<file path="src/rtl/core/npwr_pkg.sv">
`timescale 1ns / 1ps
// ----------------------------------------------------------------------------
// npwr_pkg
// Shared widths, codes and controller/datapath bundles for the
// nearest-point-within-radius search unit.
// ----------------------------------------------------------------------------
package npwr_pkg;

  // Table size and coordinate precision
  localparam int MAX_POINTS = 64;
  localparam int COORD_BITS = 16;

  // Fixed field widths of the channels
  localparam int IN_COORD_W = 16;
  localparam int SLOT_W     = 6;
  localparam int RADIUS_W   = 16;
  localparam int COUNT_W    = 7;
  localparam int IDX_W      = 6;
  localparam int DIST_W     = 34;

  // Derived internal widths
  localparam int ADDR_W  = (MAX_POINTS > 1) ? $clog2(MAX_POINTS) : 1;
  localparam int CNT_W   = $clog2(MAX_POINTS + 1);
  localparam int DIFF_W  = COORD_BITS + 1;
  localparam int MAG_W   = COORD_BITS;
  localparam int SQ_W    = 2 * COORD_BITS;
  localparam int SUM_W   = SQ_W + 2;
  localparam int RSQ_W   = 2 * RADIUS_W;
  localparam int BEST_W  = (SUM_W > RSQ_W) ? SUM_W : RSQ_W;

  // Item codes
  localparam logic CMD_LOAD  = 1'b0;
  localparam logic CMD_QUERY = 1'b1;

  typedef logic signed [IN_COORD_W-1:0] in_coord_t;
  typedef logic signed [COORD_BITS-1:0] coord_t;
  typedef logic [ADDR_W-1:0]            addr_t;

  typedef struct packed {
    coord_t x;
    coord_t y;
    coord_t z;
  } point_t;

  // Controller to datapath
  typedef struct packed {
    logic  accept;   // input beat taken this cycle
    logic  issue;    // read one table entry into the pipe
    addr_t rd_addr;
    logic  finish;   // load the result register
  } npwr_cmd_t;

  // Datapath to controller
  typedef struct packed {
    logic pipe_busy;
  } npwr_status_t;

endpackage

</file>
<file path="src/rtl/core/npwr_datapath.sv">
`timescale 1ns / 1ps
// ----------------------------------------------------------------------------
// npwr_datapath
// Point table, four-stage squared-distance pipe, running best and the
// result register.
// ----------------------------------------------------------------------------
module npwr_datapath (
  input  logic                           clk,
  input  logic                           rst,
  input  npwr_pkg::npwr_cmd_t            cmd,
  output npwr_pkg::npwr_status_t         status,
  input  logic                           req_cmd,
  input  logic [npwr_pkg::SLOT_W-1:0]    req_slot,
  input  npwr_pkg::in_coord_t            req_x,
  input  npwr_pkg::in_coord_t            req_y,
  input  npwr_pkg::in_coord_t            req_z,
  input  logic [npwr_pkg::RADIUS_W-1:0]  req_radius,
  output logic                           rsp_found,
  output logic [npwr_pkg::IDX_W-1:0]     rsp_best_index,
  output logic [npwr_pkg::DIST_W-1:0]    rsp_best_dist_sq
);

  localparam int CB = npwr_pkg::COORD_BITS;

  npwr_pkg::point_t              point_mem [npwr_pkg::MAX_POINTS];
  npwr_pkg::point_t              in_point;
  npwr_pkg::point_t              qry;
  logic                          is_load;

  npwr_pkg::point_t              s1_pt;
  npwr_pkg::addr_t               s1_idx;
  logic                          s1_valid;
  logic [npwr_pkg::MAG_W-1:0]    s2_mx, s2_my, s2_mz;
  npwr_pkg::addr_t               s2_idx;
  logic                          s2_valid;
  logic [npwr_pkg::SQ_W-1:0]     s3_sx, s3_sy, s3_sz;
  npwr_pkg::addr_t               s3_idx;
  logic                          s3_valid;
  logic [npwr_pkg::SUM_W-1:0]    s4_sum;
  npwr_pkg::addr_t               s4_idx;
  logic                          s4_valid;

  logic [npwr_pkg::BEST_W-1:0]   best_dist;
  npwr_pkg::addr_t               best_idx;
  logic                          hit;
  logic                          closer;

  // Absolute difference of two coordinates
  function automatic logic [npwr_pkg::MAG_W-1:0] abs_diff(
    input npwr_pkg::coord_t a,
    input npwr_pkg::coord_t b
  );
    logic signed [npwr_pkg::DIFF_W-1:0] d;
    d = {a[CB-1], a} - {b[CB-1], b};
    if (d[npwr_pkg::DIFF_W-1]) begin
      d = -d;
    end
    return d[npwr_pkg::MAG_W-1:0];
  endfunction

  // Input coordinates brought to table precision, bits taken as given
  always_comb begin
    in_point.x = npwr_pkg::coord_t'($unsigned(req_x));
    in_point.y = npwr_pkg::coord_t'($unsigned(req_y));
    in_point.z = npwr_pkg::coord_t'($unsigned(req_z));
  end

  // Table write on a load beat, registered read during a scan
  always_ff @(posedge clk) begin
    if (cmd.accept && req_cmd == npwr_pkg::CMD_LOAD
        && int'(req_slot) < npwr_pkg::MAX_POINTS) begin
      point_mem[npwr_pkg::ADDR_W'(req_slot)] <= in_point;
    end
    if (cmd.issue) begin
      s1_pt <= point_mem[cmd.rd_addr];
    end
  end

  // Pipe valid bits
  always_ff @(posedge clk) begin
    if (rst) begin
      s1_valid <= 1'b0;
      s2_valid <= 1'b0;
      s3_valid <= 1'b0;
      s4_valid <= 1'b0;
    end else begin
      s1_valid <= cmd.issue;
      s2_valid <= s1_valid;
      s3_valid <= s2_valid;
      s4_valid <= s3_valid;
    end
  end

  // Distance pipe: difference magnitude, square, sum
  always_ff @(posedge clk) begin
    s1_idx <= cmd.rd_addr;
    s2_mx  <= abs_diff(s1_pt.x, qry.x);
    s2_my  <= abs_diff(s1_pt.y, qry.y);
    s2_mz  <= abs_diff(s1_pt.z, qry.z);
    s2_idx <= s1_idx;
    s3_sx  <= npwr_pkg::SQ_W'(s2_mx * s2_mx);
    s3_sy  <= npwr_pkg::SQ_W'(s2_my * s2_my);
    s3_sz  <= npwr_pkg::SQ_W'(s2_mz * s2_mz);
    s3_idx <= s2_idx;
    s4_sum <= npwr_pkg::SUM_W'(s3_sx) + npwr_pkg::SUM_W'(s3_sy)
              + npwr_pkg::SUM_W'(s3_sz);
    s4_idx <= s3_idx;
  end

  assign closer           = s4_valid && (npwr_pkg::BEST_W'(s4_sum) < best_dist);
  assign status.pipe_busy = s1_valid || s2_valid || s3_valid || s4_valid;

  // Query setup and running best; strict compare keeps the earlier index
  always_ff @(posedge clk) begin
    if (rst) begin
      best_dist <= '0;
      best_idx  <= '0;
      hit       <= 1'b0;
      is_load   <= 1'b0;
    end else if (cmd.accept) begin
      is_load <= (req_cmd == npwr_pkg::CMD_LOAD);
      if (req_cmd == npwr_pkg::CMD_QUERY) begin
        qry       <= in_point;
        best_dist <= npwr_pkg::BEST_W'(req_radius * req_radius);
        best_idx  <= '0;
        hit       <= 1'b0;
      end
    end else if (closer) begin
      best_dist <= npwr_pkg::BEST_W'(s4_sum);
      best_idx  <= s4_idx;
      hit       <= 1'b1;
    end
  end

  // Result register; a load answers with all zeros
  always_ff @(posedge clk) begin
    if (cmd.finish) begin
      if (is_load) begin
        rsp_found        <= 1'b0;
        rsp_best_index   <= '0;
        rsp_best_dist_sq <= '0;
      end else begin
        rsp_found        <= hit;
        rsp_best_index   <= npwr_pkg::IDX_W'(best_idx);
        rsp_best_dist_sq <= npwr_pkg::DIST_W'(best_dist);
      end
    end
  end

endmodule

</file>
<file path="config.mk">
export PLATFORM = sky130hd
export DESIGN_NAME = npwr_datapath
export DESIGN_NICKNAME = d
export VERILOG_FILES = /design/src/rtl/core/npwr_pkg.sv /design/src/rtl/core/npwr_datapath.sv
export SDC_FILE = /design/constraint.sdc
export NUM_CORES = 2
export LEC_CHECK = 0
export BUFFER_PORTS_ARGS = -buffer_cell sky130_fd_sc_hd__clkbuf_2
export CORE_UTILIZATION = 25
export CTS_CLUSTER_SIZE = 20
export DETAILED_ROUTE_END_ITERATION = 8
export GPL_TIMING_DRIVEN = 0
export PLACE_DENSITY_LB_ADDON = 0.08
export SYNTH_ARGS = -nofsm -noshare
export SYNTH_HDL_FRONTEND = slang
export SYNTH_SLANG_ARGS = --single-unit
</file>
<file path="constraint.sdc">
create_clock -name clk -period 14.38 [get_ports clk]
set_input_delay 0.719 -clock clk [delete_from_list [all_inputs] [get_ports clk]]
set_output_delay 0.719 -clock clk [all_outputs]
set_load 0.05 [all_outputs]
</file>
==> impl_metrics.csv <==
group,metric,value,unit
run,maxCapViolations,0,
timing,setup-tns-final,0,ps
timing,fmax,126,MHz
grt,grt_use_total,0.168,
worst_setup_path,max_stage_delay,630,ps
floorplanning,rows,295,
synthesis,ys_seq_area_frac,0.626,
clock_network,insertion_delay,1040,ps
clock_network,numClockSinks,3454,
synthesis,synthFlopType,"edfxtp_1",
worst_setup_path,worst-path-buf-inv,4,
timing,report.final.setup_viol,0,
timing,rsz0062_at_grt,"no",
timing,report.final.slew_viol_count,0,
synthesis,synth.distinct_cells,96,
clock_network,clk_pin_slew_worst_paths,60,ps
worst_setup_path,criticalPathCategory,"flip-flop to flip-flop",
cells_and_area,fillers,63700,
clock_network,htree_levels,5,
cells_and_area,fin_nets,11200,
cells_and_area,layout_common_cells,"edfxtp_1 (3209), inv_1 (1025), mux4_2 (1000)",
floorplanning,coreArea,645000,um^2
synthesis,synth_area,162000,um^2
grt,grt_pass1_wl,763000,um
routing,drtAntennaViolNets,0,
routing,viasPerCell,4.50,
clock_network,post-cts-setup-buffers,0,
worst_setup_path,required,15160,ps
routing,vias,84900,
synthesis,syn_inst,9125,
worst_setup_path,crit_path_top_delay_cell,"clkbuf_1",
grt,grt_pass1_vias,92600,
synthesis,ys_warn_count,0,
floorplanning,die_h,806,um
timing,fin_crit,7960,ps
clock_network,cts_resized,0,
place,place.gp.congestion,0.780,
synthesis,avgSynthCellArea,17.7,um^2
synthesis,synth_edf_count,3209,
timing,slew_headroom,0.0570,
timing,hold_viol_final,0,
routing,first_pass_iters,7,
worst_setup_path,cp-start-kind,"flip-flop",
cells_and_area,synthToLayoutAreaGrowth,18.4,%
routing,drt-total-wl,553000,um
synthesis,synthArstFlopShare,0,
clock_network,numCtsBuffers,404,
grt,grt_max_degree,66,
synthesis,synth-seq-cells,3454,
routing,drcViolationCount,0,
place,portBuffers,118,
cells_and_area,drive_gt1_frac,0.209,
timing,finClkSkew,130,ps
place,hpwl,402000,um
worst_setup_path,cp_common_cell,"fa_1",
floorplanning,initial_utilization,0.251,
floorplanning,num_io_pins,124,
grt,grt_remaining_overflow,0,
worst_setup_path,crit_fanout,10,
clock_network,cts_tree,"done",
timing,period_share,0.554,
clock_network,hold_buffers,1,
floorplanning,die_area,650000,um^2
worst_setup_path,arrival,8740,ps
grt,antenna_found_initial,55,
cells_and_area,layout_commonest_cell,"edfxtp_1",
routing,wl_per_cell,29.4,um
outcome,outcome,"finished, final reports clean",
floorplanning,die_w,806,um
worst_hold_path,min_path_type,"input pin to flip-flop",
clock_network,cts_max_path_buffers,4,
clock_network,cts_root_buf,"clkbuf_16",
worst_setup_path,cp_top_family,"adder cells",
worst_setup_path,cp_cell_sequence,"clkbuf_1 -> nand2_1 -> fa_1 -> fa_1 -> inv_1 -> fa_1 -> fa_1 -> fa_1 -> inv_1 -> fa_1 -> inv_1 -> ha_1 -> a21o_1 -> a21o_1 -> a2111oi_0 -> o21bai_1 -> o2111ai_1 -> a21oi_1 -> nor3_1 -> o21bai_1 -> xnor2_1",
worst_setup_path,cp-end-kind,"flip-flop",
timing,worst_pin_slew,1410,ps
routing,drt-initial-drc-count,6038,
[state kept, by name (all words and copies together) (netlist names), 31 cells and up]
signal	count
best_dist	34
point_mem	3072
qry	48
rsp_best_dist_sq	34
s1_pt	48
s3_sx	31
s3_sy	31
s3_sz	31
s4_sum	34
[worst reg2reg max path, delay by kind of cell, from the launching register on]
kind,cells,cell delay [ps]
and+or+nand+nor,2,550
buffers and inverters,4,770
AOI/OAI and AO/OA,7,2030
DFF,1,580
xor gates and xnor gates,1,470
adders and majority gates,7,3370
[cells in the mapped netlist, drive strengths merged (159+ instances only)]
library cell,count,area [um^2]
fa,689,13800
nand2,400,1500
xnor2,159,1390
edfxtp,3209,96400
inv,1025,3850
ha,509,6370
a21oi,194,982
nor2,265,997
and2,192,1200
dfxtp,245,4900
clkbuf,261,980
mux4,1000,22500
[final timing paths]
kind                            startpoint                 to  slack [ps]  cells after the start
worst max-delay path              s2_mx[9]          s3_sx[29]        6420                     21
worst min-delay path              req_y[7]  point_mem[55][23]         100                      1
worst max register to register    s2_mx[9]          s3_sx[29]        6420                     21
worst min register to register   s3_idx[3]          s4_idx[3]         320                      0
[layout make-up]
type	count	area, um^2	share of cell area
diodes	26	65.1	0.000340
plain buffers	345	1440	0.00754
clock buffers	486	10500	0.0548
clock inverters	250	2360	0.0123
inverters	1026	3850	0.0201
multi-input cells	4302	55700	0.291
flip-flops and latches	3454	101000	0.529
well taps	8613	10800	0.0563
repair buffers	348	5470	0.0286
[metal layers]
metal | GRT usage | share of wire | vias to the layer above
met2 | 0.299 | 0.51 | 1784
li1 | - | - | 36200
met3 | 0.0195 | 0.038 | 630
met4 | 0.0342 | 0.022 | 16
met1 | 0.221 | 0.43 | 46300
met5 | 0 | 0.00018 | -
[stage by stage]
| step | worst slack [ps] | cells | instance area, um^2 | hold WS, ps | util |
|---|---|---|---|---|---|
| after global routing | 5770 | 18800 | 191000 | 46.3 | 0.297 |
| after detailed placement | 5570 | 18100 | 178000 | 312 | 0.276 |
| after CTS | 6150 | 18800 | 191000 | 52.5 | 0.296 |
| after floorplan | 7880 | 9127 | 162000 | 310 | - |
| final | 6420 | 18900 | 191000 | 97.8 | 0.297 |
| after global placement | 3300 | 17900 | 173000 | 311 | 0.268 |
[logic make-up (layout without fill, tap and decap cells)]
group / after synthesis / count (layout) / share of synthesized area
multiplexers: 1040 / 1040 / 0.142
other: 1 / 29 / 0.0000232
AND/OR/NAND/NOR: 1186 / 1186 / 0.0355
adder cells (fa/ha/maj): 1198 / 1198 / 0.125
buffers and inverters: 1371 / 2455 / 0.0323
flip-flops: 3454 / 3454 / 0.626
AO/OA/AOI/OAI: 653 / 653 / 0.0272
XOR/XNOR: 222 / 222 / 0.0120
Power is left out: the tool's default activity adds up to more than one toggle a clock period on the data nets, which glitch-free logic cannot reach.
