<file path="src/rtl/core/npwr_pkg.sv">
`timescale 1ns / 1ps
// ----------------------------------------------------------------------------
// npwr_pkg
// Shared widths, codes and controller/datapath bundles for the
// nearest-point-within-radius search unit.
// ----------------------------------------------------------------------------
package npwr_pkg;

  // Table size and coordinate precision
  localparam int MAX_POINTS = 64;
  localparam int COORD_BITS = 16;

  // Fixed field widths of the channels
  localparam int IN_COORD_W = 16;
  localparam int SLOT_W     = 6;
  localparam int RADIUS_W   = 16;
  localparam int COUNT_W    = 7;
  localparam int IDX_W      = 6;
  localparam int DIST_W     = 34;

  // Derived internal widths
  localparam int ADDR_W  = (MAX_POINTS > 1) ? $clog2(MAX_POINTS) : 1;
  localparam int CNT_W   = $clog2(MAX_POINTS + 1);
  localparam int DIFF_W  = COORD_BITS + 1;
  localparam int MAG_W   = COORD_BITS;
  localparam int SQ_W    = 2 * COORD_BITS;
  localparam int SUM_W   = SQ_W + 2;
  localparam int RSQ_W   = 2 * RADIUS_W;
  localparam int BEST_W  = (SUM_W > RSQ_W) ? SUM_W : RSQ_W;

  // Item codes
  localparam logic CMD_LOAD  = 1'b0;
  localparam logic CMD_QUERY = 1'b1;

  typedef logic signed [IN_COORD_W-1:0] in_coord_t;
  typedef logic signed [COORD_BITS-1:0] coord_t;
  typedef logic [ADDR_W-1:0]            addr_t;

  typedef struct packed {
    coord_t x;
    coord_t y;
    coord_t z;
  } point_t;

  // Controller to datapath
  typedef struct packed {
    logic  accept;   // input beat taken this cycle
    logic  issue;    // read one table entry into the pipe
    addr_t rd_addr;
    logic  finish;   // load the result register
  } npwr_cmd_t;

  // Datapath to controller
  typedef struct packed {
    logic pipe_busy;
  } npwr_status_t;

endpackage

</file>
<file path="src/rtl/core/npwr_ctrl.sv">
`timescale 1ns / 1ps
// ----------------------------------------------------------------------------
// npwr_ctrl
// Sequencer: takes one beat, walks the table addresses for a query, waits
// for the distance pipe to drain, then hands the result to the output.
// ----------------------------------------------------------------------------
module npwr_ctrl (
  input  logic                          clk,
  input  logic                          rst,
  input  logic                          req_valid,
  input  logic                          req_cmd,
  output logic                          req_ready,
  output logic                          rsp_valid,
  input  logic                          rsp_ready,
  input  logic                          cfg_valid,
  input  logic [npwr_pkg::COUNT_W-1:0]  cfg_point_count,
  output npwr_pkg::npwr_cmd_t           cmd,
  input  npwr_pkg::npwr_status_t        status
);

  typedef enum logic [1:0] {
    ST_IDLE,
    ST_SCAN,
    ST_DRAIN
  } state_t;

  state_t                       state;
  logic [npwr_pkg::COUNT_W-1:0] point_count;
  logic [npwr_pkg::CNT_W-1:0]   scan_cnt;
  logic [npwr_pkg::CNT_W-1:0]   scan_len;
  logic [npwr_pkg::CNT_W-1:0]   scan_len_next;
  logic                         accept;
  logic                         finish;

  // Entries to scan, clipped to the table size
  always_comb begin
    if (int'(point_count) > npwr_pkg::MAX_POINTS) begin
      scan_len_next = npwr_pkg::CNT_W'(npwr_pkg::MAX_POINTS);
    end else begin
      scan_len_next = npwr_pkg::CNT_W'(point_count);
    end
  end

  assign req_ready = (state == ST_IDLE);
  assign accept    = req_valid && req_ready;
  assign finish    = (state == ST_DRAIN) && !status.pipe_busy
                     && (!rsp_valid || rsp_ready);

  always_comb begin
    cmd.accept  = accept;
    cmd.issue   = (state == ST_SCAN);
    cmd.rd_addr = scan_cnt[npwr_pkg::ADDR_W-1:0];
    cmd.finish  = finish;
  end

  // State, count register and result valid
  always_ff @(posedge clk) begin
    if (rst) begin
      state       <= ST_IDLE;
      point_count <= '0;
      scan_cnt    <= '0;
      scan_len    <= '0;
      rsp_valid   <= 1'b0;
    end else begin
      if (cfg_valid) begin
        point_count <= cfg_point_count;
      end

      if (finish) begin
        rsp_valid <= 1'b1;
      end else if (rsp_ready) begin
        rsp_valid <= 1'b0;
      end

      unique case (state)
        ST_IDLE: begin
          if (accept) begin
            scan_cnt <= '0;
            scan_len <= scan_len_next;
            if (req_cmd == npwr_pkg::CMD_QUERY && scan_len_next != '0) begin
              state <= ST_SCAN;
            end else begin
              state <= ST_DRAIN;
            end
          end
        end
        ST_SCAN: begin
          scan_cnt <= scan_cnt + 1'b1;
          if (scan_cnt + 1'b1 == scan_len) begin
            state <= ST_DRAIN;
          end
        end
        ST_DRAIN: begin
          if (finish) begin
            state <= ST_IDLE;
          end
        end
        default: state <= ST_IDLE;
      endcase
    end
  end

endmodule

</file>
<file path="config.mk">
export PLATFORM = sky130hd
export DESIGN_NAME = npwr_ctrl
export DESIGN_NICKNAME = d
export VERILOG_FILES = /design/src/rtl/core/npwr_pkg.sv /design/src/rtl/core/npwr_ctrl.sv
export SDC_FILE = /design/constraint.sdc
export NUM_CORES = 1
export LEC_CHECK = 0
export BUFFER_PORTS_ARGS = -buffer_cell sky130_fd_sc_hd__buf_2
export CELL_PAD_IN_SITES_DETAIL_PLACEMENT = 0
export CELL_PAD_IN_SITES_GLOBAL_PLACEMENT = 1
export CORE_MARGIN = 1
export CORE_UTILIZATION = 39
export CTS_BUF_LIST = sky130_fd_sc_hd__clkbuf_4 sky130_fd_sc_hd__clkbuf_8 sky130_fd_sc_hd__clkbuf_16
export CTS_CLUSTER_SIZE = 10
export DETAILED_ROUTE_END_ITERATION = 6
export PLACE_DENSITY = 0.77
export SETUP_SLACK_MARGIN = 0.1
export SKIP_CTS_REPAIR_TIMING = 1
export SLEW_MARGIN = 20
export SYNTH_ARGS = -nofsm -noshare
export SYNTH_HDL_FRONTEND = slang
export SYNTH_SLANG_ARGS = --single-unit
</file>
<file path="constraint.sdc">
create_clock -name clk -period 2.15 [get_ports clk]
set_input_delay 0.1075 -clock clk [delete_from_list [all_inputs] [get_ports clk]]
set_output_delay 0.1075 -clock clk [all_outputs]
set_load 0.05 [all_outputs]
</file>
==> results.txt <==
* Reg2Reg Launch Point: scan_cnt[0]
- The number of antenna violations at the first check in global routing came to 0.
- Arrival time reported for the critical path endpoint: 1.74 ns
- RSZ-0062 raised after global routing: false
- The largest total area in the synthesized netlist belongs to sky130_fd_sc_hd__dfxtp_1.
- Aggregate routed wire length: 2430 µm
* H-tree depth: 1
* Cell Int Power: 0.640 mW
- Peak per-stage delay on the critical path: 0.53 ns
- Crit path to: cmd[8]
* Combinational family with the most area after synthesis: simple AND/OR/NAND/NOR gates
- Dividing the detail-routed via count by the number of cells gives 5.29.
- Adder-cell share of the synthesized area: 1.02%
* Number of DRC markers in iteration 0: 20
- Clock group share of total power: 25.8%
- Number of buffers created by CTS: 3
- The number of global-route vias before repair came to 933.
* Layout cells sized above 1: 21.7%
* TritonCTS clock tree: yes
- Top-level I/O count: 25
- Router iterations before antenna repair: 6
- Buffer levels on the longest clock path: 2
- Gate Count Post-Synth: 147
- For the worst flop-to-flop path, the logic depth is 6.
- On the critical path the largest part of the delay comes from simple AND/OR/NAND/NOR gates.
* Sw frac: 31.7%
- DR WL/cell: 12.6 µm
- Summing the areas of all and, or, nand and nor instances in the mapped netlist gives 25.3% of the synthesized area.
- Standard cell area after detailed placement: 1300 µm²
- Maximum number of pins on one net before global-route repair: 26
- Final global-route overflow total: 0
- Row count: 19
- The critical path goes through or3b_2 > inv_1 > buf_2.
* Area of all placed cells without fillers: 1340 µm²
- The run finished, with violations left.
- Horiz. Die Dim: 58.0 µm
- The critical path crosses 3 cells after its start point.
- In this run the register-to-register setup slack is 0.31 ns.
- Syn_area_per_cell: 8.32 µm²
* Count of input and output buffers: 24
- Capture instance of the worst register-to-register path: state[0]
* Max Cap Violations: 0
- Num Clock Sinks: 24
- The wire-length estimate of the detail-placed layout is 1750 µm.
- After synthesis the netlist holds a flip-flop and latch count of 24.
- Root buffer cell: sky130_fd_sc_hd__clkbuf_4
- After detailed routing, the number of remaining DRC violations is 2.
- Pwr per Cell Area: 701 nW/µm²
* CORE AREA: 2850 µm²
- Static timing analysis puts the maximum clock frequency at 541 MHz.
* Violated checks: DRC
- Final-stage net count: 177
* Top-area cell type share of the netlist area: 39.3%
- Crit Path Class: reg -> out
- For the pin with the worst max-slew slack, the measured transition is 0.478 ns.
- Worst path required time: 2.04 ns
- Top post-synthesis cells by area: sky130_fd_sc_hd__dfxtp_1, sky130_fd_sc_hd__nor2_1, sky130_fd_sc_hd__mux2i_1
* Maximum net fanout on the critical path: 7
* Global-route wire length before repair: 4090 µm
* Post-synthesis cell area: 1220 µm²
* Fraction of synthesized area in multiplexers: 6.65%
- The share of total power dissipated in sequential elements is 52.4%.
- Summed over all nets, the switching power comes to 0.298 mW.
* Endpoints failing setup: 0
* Fin Clk Skew: 0.00918 ns
- The die is 58.0 µm tall.
- Vias after detailed routing: 1016
* Final Max Slew Viols: 0
- STA classifies the critical path startpoint as a flop.
- Total number of yosys warnings: 0
* Crit path launch: state[1]
- Clock-pin transition on the worst setup and hold timing paths: 0.14 ns
- Number of buffers and inverters on the critical path: 2
- Worst hold slack after final layout: 0.0153 ns
* Setup TNS Final: 0 ns
* Synthesized-area fraction occupied by ao, oa, aoi and oai cells: 11.5%
* Antenna fix cells: 0
- Post-synthesis xor/xnor area fraction: 8.59%
* Share of the cycle needed by the critical path after routing: 86.0%
- When the netlist entered floorplanning its net count stood at 162.
- Compared with the post-synthesis result, the final layout area differs by 9.41%.
- The count of nets left with antenna violations once routing finished came out at 0.
- Clock latency at the later pin of the worst-skew pair: 0.32 ns
* Die outline area: 3370 µm²
* Total of fill cells in the finished design: 302
- The analysis attributes to cell leakage a power of 0.604 nW.
- Worst IR Drop VDD: 280 µV
- The worst pin sits at a relative slew slack of 68.1%.
- The hold violation count in the final report was 0.
- Cell with the largest stage delay on the worst path: sky130_fd_sc_hd__or3b_2
* Combinational cell fraction of total power: 21.7%
- Post-synthesis sequential area ratio: 39.3%
* GPL Wtd Cong: 0.826
* Kind of capture point of the worst setup path: output port
* Min cycle time layout: 1.85 ns
* Number of distinct library cells after synthesis: 31
- Gr usage total: 15.6%
* Class of the tightest hold or removal check: in -> reg
- For this configuration, the core starts out at a cell density of 42.9%.
-- through the flow --
step | std cells | power, mW | utilization (%) | worst slack (ns)
floorplan | 147 | 0.662 | - | 0.549
global placement | 188 | 0.701 | 45.7 | 0.472
detailed placement | 188 | 0.705 | 45.7 | 0.400
CTS | 192 | 0.948 | 46.9 | 0.286
global route | 192 | 0.985 | 46.9 | 0.134
finish | 192 | 0.938 | 46.9 | 0.301
-- power by group through the flow --
stage          logic [mW]  clock network [mW]  registers, mW
5_1_grt             0.226               0.264          0.495
4_1_cts             0.206               0.251          0.491
6_report            0.204               0.242          0.492
2_1_floorplan       0.164                   0          0.498
3_5_place_dp        0.204                   0          0.501
3_3_place_gp        0.201                   0          0.500
-- cell usage after synthesis --
cell type,instances
sky130_fd_sc_hd__nor2_1,25
sky130_fd_sc_hd__dfxtp_1,24
sky130_fd_sc_hd__a21oi_1,12
sky130_fd_sc_hd__nand2_1,10
sky130_fd_sc_hd__buf_4,8
sky130_fd_sc_hd__mux2i_1,7
sky130_fd_sc_hd__xnor2_1,7
sky130_fd_sc_hd__clkbuf_1,6
sky130_fd_sc_hd__o21ai_0,5
sky130_fd_sc_hd__xor2_1,5
sky130_fd_sc_hd__a22oi_1,3
sky130_fd_sc_hd__and2_1,3
sky130_fd_sc_hd__nand3_1,3
sky130_fd_sc_hd__nand3b_1,3
sky130_fd_sc_hd__nor3_1,3
sky130_fd_sc_hd__nor3b_1,3
sky130_fd_sc_hd__and3_1,2
sky130_fd_sc_hd__inv_1,2
sky130_fd_sc_hd__nand2b_1,2
sky130_fd_sc_hd__nor4_1,2
sky130_fd_sc_hd__or3_1,2
sky130_fd_sc_hd__a2111oi_2,1
sky130_fd_sc_hd__a211o_2,1
sky130_fd_sc_hd__a21boi_0,1
sky130_fd_sc_hd__and3_2,1
sky130_fd_sc_hd__and3_4,1
sky130_fd_sc_hd__buf_2,1
sky130_fd_sc_hd__ha_1,1
sky130_fd_sc_hd__mux2_2,1
sky130_fd_sc_hd__nor2b_1,1
sky130_fd_sc_hd__or3b_2,1
-- state kept, by name (all words and copies together), names as in the netlist --
register / cells
scan_cnt: 7
scan_len: 7
state: 2
rsp_valid: 1
point_count: 7
-- cell families after synthesis --
group                      Yosys count
AOI/OAI and AO/OA                   23
xor gates and xnor gates            12
adders and majority gates            1
buffers and inverters               17
DFF                                 24
muxes                                8
and+or+nand+nor                     62
-- cells in the final DEF (no fill, tap or decap) --
cell type                   instances
sky130_fd_sc_hd__and3_2             1
sky130_fd_sc_hd__nor2_1            25
sky130_fd_sc_hd__a22oi_1            3
sky130_fd_sc_hd__nand2b_1           2
sky130_fd_sc_hd__nor2b_1            1
sky130_fd_sc_hd__or3b_2             1
sky130_fd_sc_hd__buf_4              1
sky130_fd_sc_hd__ha_1               1
sky130_fd_sc_hd__nand3_1            3
sky130_fd_sc_hd__nor3b_1            3
sky130_fd_sc_hd__a21oi_1           12
sky130_fd_sc_hd__clkbuf_8           1
sky130_fd_sc_hd__a2111oi_2          1
sky130_fd_sc_hd__nand3b_1           3
sky130_fd_sc_hd__nand2_1           10
sky130_fd_sc_hd__and3_4             1
sky130_fd_sc_hd__nor3_1             3
sky130_fd_sc_hd__and2_1             3
sky130_fd_sc_hd__nor4_1             2
sky130_fd_sc_hd__xor2_1             5
sky130_fd_sc_hd__inv_1              2
sky130_fd_sc_hd__a211o_2            1
sky130_fd_sc_hd__mux2i_1            7
sky130_fd_sc_hd__o21ai_0            5
sky130_fd_sc_hd__xnor2_1            7
sky130_fd_sc_hd__dfxtp_1           24
sky130_fd_sc_hd__buf_2             24
sky130_fd_sc_hd__and3_1             2
sky130_fd_sc_hd__clkbuf_4           3
sky130_fd_sc_hd__or3_1              2
sky130_fd_sc_hd__a21boi_0           1
sky130_fd_sc_hd__mux2_2             1
-- final cells by class --
cell class	instances	area, µm²	area share (%)
Multi-Input combinational cell	106	648	48.4
Inverter	2	7.51	0.561
Timing Repair Buffer	25	128	9.53
Tap cell	31	38.8	2.90
Sequential cell	24	480	35.9
Clock buffer	4	36.3	2.71
-- worst reg2reg max path, delay by kind of cell (launching register included) --
family / cells / cell delay [ns]
AO/OA/AOI/OAI: 1 / 0.38
XOR/XNOR: 1 / 0.18
adder cells (fa/ha/maj): 1 / 0.28
AND/OR/NAND/NOR: 3 / 0.43
flip-flops: 1 / 0.48
-- metal layers --
metal,vias to the layer above,share of wire (%),track usage (%)
li1,520,-,-
met1,480,50,21.2
met2,14,46,25.3
met3,2,3.0,2.01
met4,0,0.86,6.12
met5,-,0,0
-- how the worst min path moves through the flow --
stage	startpoint	to	slack [ns]	cells after the start
floorplan	cfg_point_count[0]	point_count[0]	0.25	2
global placement	cfg_point_count[4]	point_count[4]	0.34	3
detailed placement	cfg_point_count[0]	point_count[0]	0.35	3
CTS	cfg_point_count[5]	point_count[5]	0.009	3
global route	cfg_point_count[1]	point_count[1]	0.02	3
finish	cfg_point_count[6]	point_count[6]	0.02	3
No activity file was read; power rests on OpenSTA's default activity.
